===== src/hdl/assert_macros.svh =====
// Assertion macros shared by the RTL that checks itself.
`ifndef ASSERT_MACROS_SVH
`define ASSERT_MACROS_SVH

// Same-cycle implication, sampled on the rising clock, off during reset.
`define ASSERT_IMPL(lbl, clk, rst, ante, cons) \
   lbl: assert property (@(posedge clk) disable iff (rst) (ante) |-> (cons)) \
      else $error("assertion failed: same-cycle implication");

// Next-cycle implication, sampled on the rising clock, off during reset.
`define ASSERT_NEXT(lbl, clk, rst, ante, cons) \
   lbl: assert property (@(posedge clk) disable iff (rst) (ante) |=> (cons)) \
      else $error("assertion failed: next-cycle implication");

`endif


===== src/hdl/crd_pkg.sv =====
// Package: types, constants and the CRC byte update of the record decoder.
`timescale 1ns / 1ps
`default_nettype none
package crd_pkg;

   localparam int unsigned BYTE_W   = 8;
   localparam int unsigned WORD_W   = 32;
   localparam int unsigned POS_W    = 5;
   localparam int unsigned CSR_IDX_W = 2;

   localparam logic [WORD_W-1:0] CRC_POLY = 32'hEDB8_8320;
   localparam logic [WORD_W-1:0] CRC_ONES = 32'hFFFF_FFFF;

   // Record layout offsets
   localparam logic [POS_W-1:0] POS_SCHEMA   = 5'd4;
   localparam logic [POS_W-1:0] POS_FLAGS    = 5'd5;
   localparam logic [POS_W-1:0] POS_STEPS    = 5'd6;
   localparam logic [POS_W-1:0] POS_RSVD     = 5'd7;
   localparam logic [POS_W-1:0] POS_SEQ      = 5'd8;
   localparam logic [POS_W-1:0] POS_GEN      = 5'd12;
   localparam logic [POS_W-1:0] POS_CRC_END  = 5'd16;
   localparam logic [POS_W-1:0] POS_REC_END  = 5'd20;
   localparam logic [POS_W-1:0] POS_LAST     = 5'd19;
   localparam logic [POS_W-1:0] POS_MAX      = 5'd31;

   // Magic bytes, byte k of the record in bits [8k +: 8]
   localparam logic [4*BYTE_W-1:0] MAGIC = {8'h58, 8'h4B, 8'h4E, 8'h49};

   localparam logic [BYTE_W-1:0] SCHEMA_RST    = 8'd1;
   localparam logic [BYTE_W-1:0] MIN_STEPS_RST = 8'd1;
   localparam logic [BYTE_W-1:0] MAX_STEPS_RST = 8'd255;

   typedef enum logic [1:0] {
      STATUS_OK     = 2'd0,
      STATUS_FORMAT = 2'd1,
      STATUS_VALUES = 2'd2
   } status_type;

   typedef enum logic [CSR_IDX_W-1:0] {
      CSR_SCHEMA    = 2'd0,
      CSR_MIN_STEPS = 2'd1,
      CSR_MAX_STEPS = 2'd2
   } csr_index_type;

   typedef struct packed {
      logic [BYTE_W-1:0] schema_version;
      logic [BYTE_W-1:0] min_steps;
      logic [BYTE_W-1:0] max_steps;
   } cfg_type;

   typedef struct packed {
      logic              valid;
      logic [BYTE_W-1:0] data_byte;
      logic              last_byte;
   } byte_type;

   typedef struct packed {
      logic              valid;
      status_type        status;
      logic [WORD_W-1:0] sequence_res;
      logic [WORD_W-1:0] generation;
      logic              roles_swapped;
      logic [BYTE_W-1:0] step_count;
   } result_type;

   // Reflected CRC-32, one byte, bit-serial form unrolled.
   function automatic logic [WORD_W-1:0] crc_byte(input logic [WORD_W-1:0] crc,
                                                 input logic [BYTE_W-1:0] b);
      logic [WORD_W-1:0] c;
      c = crc ^ {{(WORD_W-BYTE_W){1'b0}}, b};
      for (int k = 0; k < BYTE_W; k++) begin
         c = (c >> 1) ^ (CRC_POLY & {WORD_W{c[0]}});
      end
      return c;
   endfunction

endpackage
`default_nettype wire


===== src/hdl/checked_record_decoder_unit.sv =====
// Top level of the checked record decoder: CSRs, byte pipeline and result register.
`timescale 1ns / 1ps
`default_nettype none
// Decodes 20-byte settings records that arrive one byte per req transaction,
// with req_last_byte set on the final byte. Each record is checked for the
// magic "INKX", the schema byte (CSR 0), a flag byte with no bit but bit 0 set, a
// zero reserved byte, the exact length and a reflected CRC-32 over bytes 0
// to 15 that must match the little-endian word in bytes 16 to 19. Records
// that pass are then checked for a nonzero sequence word and a step count
// within [min_steps, max_steps] (CSRs 1 and 2). One rsp transaction per
// record carries the status and, only on status ok, the decoded fields.
// Rate: one byte per clock cycle while rsp does not stall, with no gaps between
// records; the eight-bit unrolled CRC update of the parser is the per-cycle work.
// Latency: a record's result shows on rsp the cycle after its last byte
// leaves the input register, so with no stalls the rsp transaction follows the
// req transaction of the last byte through the input register, then the result
// register. A held result blocks only a final byte from leaving the input register;
// while that byte waits there, req stalls. CSRs are always ready; the user must
// write them only while no record is in flight, as the block does not enforce it.
module checked_record_decoder_unit (
   input  wire logic        clock,
   input  wire logic        reset,
   // byte input channel
   input  wire logic        req_valid,
   output logic             req_stall,
   input  wire logic [7:0]  req_data_byte,
   input  wire logic        req_last_byte,
   // result channel
   output logic             rsp_valid,
   input  wire logic        rsp_stall,
   output logic [1:0]       rsp_status,
   output logic [31:0]      rsp_sequence_res,
   output logic [31:0]      rsp_generation,
   output logic             rsp_roles_swapped,
   output logic [7:0]       rsp_step_count,
   // configuration write channel
   input  wire logic        csr_valid,
   output logic             csr_ready,
   input  wire logic [1:0]  csr_index,
   input  wire logic [7:0]  csr_wdata
);
   import crd_pkg::*;

   cfg_type    cfg_ff;
   byte_type   held_byte;
   result_type result;
   logic       advance;
   logic       out_free;

   logic              rsp_valid_ff, rsp_valid_in;
   status_type        status_ff;
   logic [WORD_W-1:0] seq_ff;
   logic [WORD_W-1:0] gen_ff;
   logic              swap_ff;
   logic [BYTE_W-1:0] steps_ff;

   // CSR writes: always accepted, unknown indexes drop
   assign csr_ready = 1'b1;

   always_ff @(posedge clock) begin
      if (reset) begin
         cfg_ff.schema_version <= SCHEMA_RST;
         cfg_ff.min_steps      <= MIN_STEPS_RST;
         cfg_ff.max_steps      <= MAX_STEPS_RST;
      end else if (csr_valid && csr_ready) begin
         case (csr_index_type'(csr_index))
            CSR_SCHEMA:    cfg_ff.schema_version <= csr_wdata;
            CSR_MIN_STEPS: cfg_ff.min_steps      <= csr_wdata;
            CSR_MAX_STEPS: cfg_ff.max_steps      <= csr_wdata;
            default:       ;
         endcase
      end
   end

   // The result register frees up this cycle if empty or being taken
   assign out_free = !rsp_valid_ff || !rsp_stall;
   // Advance a held byte; a final byte must also find room for its result
   assign advance  = held_byte.valid && (!held_byte.last_byte || out_free);

   crd_in_reg u_in_reg (
      .clock         (clock),
      .reset         (reset),
      .req_valid     (req_valid),
      .req_stall     (req_stall),
      .req_data_byte (req_data_byte),
      .req_last_byte (req_last_byte),
      .advance       (advance),
      .byte_out      (held_byte)
   );

   crd_parser u_parser (
      .clock   (clock),
      .reset   (reset),
      .advance (advance),
      .byte_in (held_byte),
      .cfg     (cfg_ff),
      .result  (result)
   );

   // Result register: load a new result, drop a taken one, otherwise hold
   assign rsp_valid_in = result.valid ? 1'b1 : (rsp_stall ? rsp_valid_ff : 1'b0);

   always_ff @(posedge clock) begin
      if (reset) begin
         rsp_valid_ff <= 1'b0;
      end else begin
         rsp_valid_ff <= rsp_valid_in;
      end
   end

   always_ff @(posedge clock) begin
      if (result.valid) begin
         status_ff <= result.status;
         seq_ff    <= result.sequence_res;
         gen_ff    <= result.generation;
         swap_ff   <= result.roles_swapped;
         steps_ff  <= result.step_count;
      end
   end

   assign rsp_valid         = rsp_valid_ff;
   assign rsp_status        = status_ff;
   assign rsp_sequence_res  = seq_ff;
   assign rsp_generation    = gen_ff;
   assign rsp_roles_swapped = swap_ff;
   assign rsp_step_count    = steps_ff;

`include "assert_macros.svh"
   `ASSERT_IMPL(a_fields_zero_on_error, clock, reset, rsp_valid && (rsp_status != STATUS_OK), (rsp_sequence_res == '0) && (rsp_generation == '0) && !rsp_roles_swapped && (rsp_step_count == '0))
   `ASSERT_IMPL(a_ok_has_sequence, clock, reset, rsp_valid && (rsp_status == STATUS_OK), rsp_sequence_res != '0)
   `ASSERT_IMPL(a_no_result_overwrite, clock, reset, rsp_valid_ff && rsp_stall, !result.valid)

endmodule
`default_nettype wire


===== src/hdl/crd_in_reg.sv =====
// Input register stage: holds one byte transaction until the parser takes it.
`timescale 1ns / 1ps
`default_nettype none
module crd_in_reg (
   input  wire logic               clock,
   input  wire logic               reset,
   input  wire logic               req_valid,
   output logic                    req_stall,
   input  wire logic [7:0]         req_data_byte,
   input  wire logic               req_last_byte,
   input  wire logic               advance,
   output crd_pkg::byte_type       byte_out
);
   import crd_pkg::*;

   logic              valid_ff, valid_in;
   logic [BYTE_W-1:0] data_ff;
   logic              last_ff;

   // Stall only while a held byte cannot move on this cycle
   assign req_stall = valid_ff && !advance;
   assign valid_in  = req_stall ? valid_ff : req_valid;

   always_ff @(posedge clock) begin
      if (reset) begin
         valid_ff <= 1'b0;
      end else begin
         valid_ff <= valid_in;
      end
   end

   always_ff @(posedge clock) begin
      if (req_valid && !req_stall) begin
         data_ff <= req_data_byte;
         last_ff <= req_last_byte;
      end
   end

   assign byte_out.valid     = valid_ff;
   assign byte_out.data_byte = data_ff;
   assign byte_out.last_byte = last_ff;

`include "assert_macros.svh"
   `ASSERT_NEXT(a_held_byte_kept, clock, reset, valid_ff && !advance, valid_ff && $stable(data_ff) && $stable(last_ff))

endmodule
`default_nettype wire


===== src/hdl/crd_parser.sv =====
// Record parser: per-byte field capture, checks, CRC update and final status.
`timescale 1ns / 1ps
`default_nettype none
module crd_parser (
   input  wire logic               clock,
   input  wire logic               reset,
   input  wire logic               advance,
   input  wire crd_pkg::byte_type  byte_in,
   input  wire crd_pkg::cfg_type   cfg,
   output crd_pkg::result_type     result
);
   import crd_pkg::*;

   logic [POS_W-1:0]  pos_ff, pos_in;
   logic [WORD_W-1:0] crc_ff, crc_in;
   logic              fmt_ff, fmt_in;
   logic [WORD_W-1:0] seq_ff, seq_in;
   logic [WORD_W-1:0] gen_ff, gen_in;
   logic [WORD_W-1:0] chk_ff, chk_in;
   logic              flag_ff, flag_in;
   logic [BYTE_W-1:0] steps_ff, steps_in;

   logic [BYTE_W-1:0] b;
   logic [WORD_W-1:0] lane_word;
   status_type        status;
   logic              done;

   assign b         = byte_in.data_byte;
   // Word fields start on four-byte boundaries, so the low position bits pick the lane
   assign lane_word = {{(WORD_W-BYTE_W){1'b0}}, b} << {pos_ff[1:0], 3'b000};
   assign done      = advance && byte_in.last_byte;

   always_comb begin
      pos_in   = (pos_ff < POS_MAX) ? pos_ff + 5'd1 : pos_ff;
      crc_in   = (pos_ff < POS_CRC_END) ? crc_byte(crc_ff, b) : crc_ff;
      fmt_in   = fmt_ff;
      seq_in   = seq_ff;
      gen_in   = gen_ff;
      chk_in   = chk_ff;
      flag_in  = flag_ff;
      steps_in = steps_ff;
      if (pos_ff < POS_SCHEMA) begin
         if (b != MAGIC[{pos_ff[1:0], 3'b000} +: BYTE_W]) fmt_in = 1'b1;
      end else if (pos_ff == POS_SCHEMA) begin
         if (b != cfg.schema_version) fmt_in = 1'b1;
      end else if (pos_ff == POS_FLAGS) begin
         if (b[BYTE_W-1:1] != '0) fmt_in = 1'b1;
         flag_in = b[0];
      end else if (pos_ff == POS_STEPS) begin
         steps_in = b;
      end else if (pos_ff == POS_RSVD) begin
         if (b != '0) fmt_in = 1'b1;
      end else if (pos_ff < POS_GEN) begin
         seq_in = seq_ff | lane_word;
      end else if (pos_ff < POS_CRC_END) begin
         gen_in = gen_ff | lane_word;
      end else if (pos_ff < POS_REC_END) begin
         chk_in = chk_ff | lane_word;
      end else begin
         fmt_in = 1'b1;
      end
   end

   always_comb begin
      if (fmt_in || (pos_ff != POS_LAST) || ((crc_in ^ CRC_ONES) != chk_in)) begin
         status = STATUS_FORMAT;
      end else if ((seq_in == '0) || (steps_in < cfg.min_steps) ||
                   (steps_in > cfg.max_steps)) begin
         status = STATUS_VALUES;
      end else begin
         status = STATUS_OK;
      end
   end

   always_comb begin
      result.valid         = done;
      result.status        = status;
      result.sequence_res  = (status == STATUS_OK) ? seq_in : '0;
      result.generation    = (status == STATUS_OK) ? gen_in : '0;
      result.roles_swapped = (status == STATUS_OK) ? flag_in : 1'b0;
      result.step_count    = (status == STATUS_OK) ? steps_in : '0;
   end

   always_ff @(posedge clock) begin
      if (reset || done) begin
         pos_ff   <= '0;
         crc_ff   <= CRC_ONES;
         fmt_ff   <= 1'b0;
         seq_ff   <= '0;
         gen_ff   <= '0;
         chk_ff   <= '0;
         flag_ff  <= 1'b0;
         steps_ff <= '0;
      end else if (advance) begin
         pos_ff   <= pos_in;
         crc_ff   <= crc_in;
         fmt_ff   <= fmt_in;
         seq_ff   <= seq_in;
         gen_ff   <= gen_in;
         chk_ff   <= chk_in;
         flag_ff  <= flag_in;
         steps_ff <= steps_in;
      end
   end

endmodule
`default_nettype wire

===== config.mk =====
export PLATFORM = sky130hd
export DESIGN_NAME = checked_record_decoder_unit
export DESIGN_NICKNAME = d
export VERILOG_FILES = /design/src/hdl/crd_pkg.sv /design/src/hdl/checked_record_decoder_unit.sv /design/src/hdl/crd_in_reg.sv /design/src/hdl/crd_parser.sv
export VERILOG_INCLUDE_DIRS = /design/src /design/src/hdl
export SDC_FILE = /design/constraint.sdc
export NUM_CORES = 1
export LEC_CHECK = 0
export BUFFER_PORTS_ARGS = -buffer_cell sky130_fd_sc_hd__clkbuf_2
export CAP_MARGIN = 30
export CELL_PAD_IN_SITES_DETAIL_PLACEMENT = 0
export CELL_PAD_IN_SITES_GLOBAL_PLACEMENT = 1
export CORE_MARGIN = 2
export CORE_UTILIZATION = 37
export DETAILED_ROUTE_END_ITERATION = 8
export GPL_TIMING_DRIVEN = 0
export PLACE_DENSITY = 0.74
export SYNTH_ARGS = -nofsm -noshare
export SYNTH_HDL_FRONTEND = slang
export SYNTH_SLANG_ARGS = --single-unit

===== constraint.sdc =====
create_clock -name clock -period 9.3 [get_ports clock]
set_input_delay 1.395 -clock clock [delete_from_list [all_inputs] [get_ports clock]]
set_output_delay 1.395 -clock clock [all_outputs]
set_load 0.005 [all_outputs]

==> metrics.log <==
[metrics] run status: completed
[metrics] Avg Inst Size Synth: 9.83 um2
[metrics] count of nets left with antenna violations after detail routing: 0
[metrics] Longest Clk Path Bufs: 3
[metrics] peak ir drop on the vdd network: 0.000119 V
[metrics] Yosys cell types: 65
[metrics] diode insertion count for antenna repair: 0
[metrics] PD cells: 201 nW/um2
[metrics] Cells on Worst Hold Path: 2
[metrics] r2r setup slk: 3.95 ns
[metrics] overall power: 2.96 mW
[metrics] leading cell types by total area after synthesis: dfxtp_1 27%, edfxtp_1 20%, a21oi_1 6.7%, nor2_1 4.4%, nor3_2 4.0%
[metrics] Seq pwr share: 40.3%
[metrics] cts-stage hold buffer count: 0
[metrics] RD Place Congestion: 0.889
[metrics] total number of H-tree levels: 1
[metrics] Async SR Flop Fraction: 0%
[metrics] number of nets in the layout: 1,458
[metrics] net count after synthesis: 1,324
[metrics] reg-to-reg critical path endpoint: rsp_generation[19]
[metrics] leakage power total: 5.75 nW
[metrics] Avg WL per Cell: 19.4 um
[metrics] first drt pass iteration count: 5
[metrics] number of standard cells after synthesis: 1,281
[metrics] clock tree skew after final layout: 0.0155 ns
[metrics] TritonCTS clock tree: done
[metrics] part of the cycle the worst path needs: 57.5%
[metrics] routed wire length: 36.7 mm
[metrics] Tot GR Track Use: 20.3%
[metrics] wire length of the first global-routing pass: 55.9 mm
[metrics] core footprint: 33,500 um2
[metrics] routed vias: 9,866
[metrics] Setup TNS: 0 ns
[metrics] Iteration-0 DRC Markers: 839
[metrics] chain of cells forming the critical path: clkbuf_1, inv_1, ha_1, nor2_1, nand3_1, mux2i_1, inv_1, ha_1, a21oi_1, nor2b_1, o21ai_0, o21ai_0, o311ai_0, clkdlybuf4s15_2, buf_2, buf_1, nor3_2
[metrics] initial antenna violation count: 0
[metrics] top flip-flop cell by instance count after synthesis: dfxtp_1
[metrics] achievable frequency: 187 MHz
[metrics] clock transition at the registers of the reported paths: 0.06 ns
[metrics] Final Critical Period: 5.35 ns
[metrics] Max-Slew Margin vs Limit: 26.1%
[metrics] cell area after synthesis: 12,600 um2
[metrics] type of the worst setup path: flip-flop to flip-flop
[metrics] Die Span X: 188 um
[metrics] Die Footprint: 35,500 um2
[metrics] post-detail-place hpwl: 27.2 mm
[metrics] compound-cell area share of the yosys netlist: 14.4%
[metrics] final number of hold-violating endpoints: 0
[metrics] net switching share of the total power: 26.8%
[metrics] area share of and/or/nand/nor cells after synthesis: 17.0%
[metrics] quantity of I/O buffers inserted on ports: 99
[metrics] Clock Tree Root: clkbuf_16
[metrics] Ports: 102
[metrics] sequential area share after synthesis: 46.9%
[metrics] share of layout cells above drive strength 1: 16.8%
[metrics] largest family of logic cells by synthesized area: simple AND/OR/NAND/NOR gates
[metrics] via count of the first global-routing pass: 9,502
[metrics] worst reg2reg path depth: 17
[metrics] unrepaired setup endpoints after global routing: no
[metrics] Remaining Overflow, GRT: 0
[metrics] required time of the critical path: 9.56 ns
[metrics] Post-CTS Setup Inserts: 0
[metrics] Synth-to-Final Area Change: 17.1%
[metrics] XOR/XNOR Fraction of Synth Area: 12.2%
[metrics] transition at the pin with the smallest max-transition slack: 1.11 ns
[metrics] net switching component of the power: 793 uW
[metrics] area fraction of the dominant cell type after synthesis: 26.9%
[metrics] path class of the lowest-slack min-delay path: flip-flop to flip-flop
[metrics] clock latency on the worst-skew pair: 0.55 ns
[metrics] DR DRC count: 0
[metrics] number of core rows: 67
[metrics] Critical Path Slowest Stage Cell: buf_1
[metrics] CTS sink cnt: 253
[metrics] hold path startpoint: u_parser.gen_ff[10]
[metrics] worst reg2reg path startpoint: u_parser.pos_ff[1]
[metrics] share of power burned in combinational logic: 17.7%
[metrics] Starting Density: 37.6%
[metrics] flip-flop and latch count after synthesis: 253
[metrics] cell taking the most area after synthesis: dfxtp_1
[metrics] endpoint of the worst hold path: u_parser.gen_ff[10]
[metrics] Clk network pwr share: 42.1%
[metrics] Max-cap violations: 0
[metrics] number of buffers added by the clock tree synthesis step: 29
[metrics] mux cell area share after synthesis: 2.70%
[metrics] adder-cell share of the synthesized area: 1.89%
[metrics] pin count of the biggest net entering global routing: 76
[metrics] CTS resizes: 0
[metrics] CP Capture Type: flip-flop
[metrics] final number of max-transition violations: 0
[metrics] Post-synth EDFFs: 84
[metrics] final number of setup-violating endpoints: 0
[metrics] cell-internal power: 2.17 mW
[metrics] Worst Path Max Fanout: 10
[metrics] delay contributed by the slowest stage of the critical path: 0.71 ns
[metrics] die boundary height: 188 um
[metrics] type of element launching the critical path: flip-flop
[metrics] routed vias/inst: 5.23
[metrics] data arrival time of the critical path: 5.61 ns
[metrics] total of warnings raised by yosys: 0
-- cells in the final DEF, fill, tap and decap left out, types with 5 or more instances in the layout --
| cell | netlist | layout |
|---|---|---|
| and3_1 | 9 | 8 |
| buf_6 | 5 | 5 |
| nor2_1 | 148 | 148 |
| a211o_1 | 10 | 10 |
| xnor2_1 | 53 | 53 |
| dfxtp_1 | 169 | 169 |
| o211ai_1 | 25 | 25 |
| xor2_1 | 31 | 31 |
| clkbuf_2 | 0 | 99 |
| nor3b_1 | 8 | 8 |
| edfxtp_1 | 84 | 84 |
| bufinv_16 | 0 | 7 |
| a21oi_1 | 169 | 169 |
| or2_2 | 6 | 6 |
| nor3_2 | 50 | 50 |
| nand3_1 | 20 | 20 |
| nor2b_1 | 8 | 8 |
| nor4_1 | 10 | 10 |
| clkbuf_16 | 0 | 29 |
| buf_2 | 11 | 13 |
| a31oi_1 | 34 | 34 |
| a211oi_1 | 15 | 15 |
| a22oi_1 | 5 | 5 |
| nand2_1 | 67 | 67 |
| xnor2_4 | 7 | 7 |
| clkbuf_1 | 95 | 97 |
| ha_1 | 19 | 19 |
| mux2i_1 | 34 | 34 |
| xnor2_2 | 8 | 8 |
| buf_1 | 6 | 6 |
| nand4_1 | 14 | 14 |
| o21ai_0 | 16 | 16 |
| inv_1 | 31 | 31 |
| xnor3_1 | 18 | 18 |
| nor3_1 | 29 | 29 |
| and2_1 | 11 | 11 |
-- logic make-up (layout without fill, tap and decap cells) --
group,Yosys count,after routing
AO/OA/AOI/OAI,303,303
AND/OR/NAND/NOR,402,402
other,1,1
XOR/XNOR,120,120
multiplexers,34,34
adder cells (fa/ha/maj),19,19
flip-flops,253,253
buffers and inverters,149,305
-- area by class of cell --
class | instances | area [um2]
Clock buffer | 31 | 733
Sequential cell | 253 | 5910
Tap cell | 448 | 561
Buffer | 118 | 498
Timing Repair Buffer | 103 | 544
Clock inverter | 22 | 308
Inverter | 31 | 116
Fill cell | 3305 | 18800
Multi-Input combinational cell | 879 | 6080
-- flip-flops by register name, summed over array words and instances, names as in the netlist, 2 cells and up --
register / cells
cfg_ff: 24
rsp_generation: 32
rsp_sequence_res: 32
rsp_status: 2
rsp_step_count: 8
u_in_reg.data_ff: 8
u_parser.chk_ff: 32
u_parser.crc_ff: 32
u_parser.gen_ff: 32
u_parser.pos_ff: 5
u_parser.seq_ff: 32
u_parser.steps_ff: 8
-- how the worst max path moves through the flow --
stage | to | depth (start not counted) | slack [ns] | start
2_1_floorplan | u_parser.chk_ff[31] | 6 | 4.93 | rsp_stall
3_3_place_gp | u_parser.chk_ff[14] | 7 | 3.64 | rsp_stall
3_5_place_dp | rsp_generation[19] | 19 | 4.07 | u_parser.pos_ff[1]
4_1_cts | rsp_generation[19] | 17 | 4.05 | u_parser.pos_ff[1]
5_1_grt | rsp_generation[18] | 17 | 3.68 | u_parser.pos_ff[1]
6_report | rsp_generation[19] | 17 | 3.95 | u_parser.pos_ff[1]
-- worst max-delay path, delay by kind of cell (launching register included) --
family,cells,cell delay (ns)
buffers and inverters,6,1.94
AND/OR/NAND/NOR,4,0.78
AO/OA/AOI/OAI,4,0.75
adder cells (fa/ha/maj),2,0.61
flip-flops,1,0.53
multiplexers,1,0.44
-- stage by stage --
step | setup slack (ns) | instances | hold WS, ns | cell area, um2 | utilization (%)
after floorplan | 4.93 | 1281 | 0.437 | 12600 | -
after global placement | 3.64 | 1828 | 0.447 | 13600 | 40.7
after detailed placement | 4.07 | 1832 | 0.454 | 13700 | 40.9
after CTS | 4.05 | 1885 | 0.470 | 14700 | 44.0
after global routing | 3.68 | 1885 | 0.485 | 14700 | 44.0
final | 3.95 | 1885 | 0.468 | 14700 | 44.0
-- synthesized netlist by cell type (all sizes together), types with 18 or more instances --
cell type  instances
a21oi            169
dfxtp            169
nor2             148
clkbuf            95
edfxtp            84
nor3              79
xnor2             68
nand2             67
a31oi             34
mux2i             34
inv               31
xor2              31
o211ai            25
buf               23
nand3             20
ha                19
xnor3             18
-- per-layer routing --
layer,track usage (%),wire [um],vias up
met5,0,0,-
met4,6.88,1190,0
met3,2.68,2130,76
met2,32.6,16500,315
met1,28.2,16800,4653
li1,-,-,4822
-- power by group through the flow --
stage / Clock, mW / Sequential, mW / Combinational, mW
after floorplan: 0 / 1.21 / 0.390
after global placement: 0 / 1.21 / 0.509
after detailed placement: 0 / 1.21 / 0.513
after CTS: 1.26 / 1.19 / 0.516
after global routing: 1.31 / 1.19 / 0.562
final: 1.25 / 1.19 / 0.522
Power figures use the tool's default switching activity.
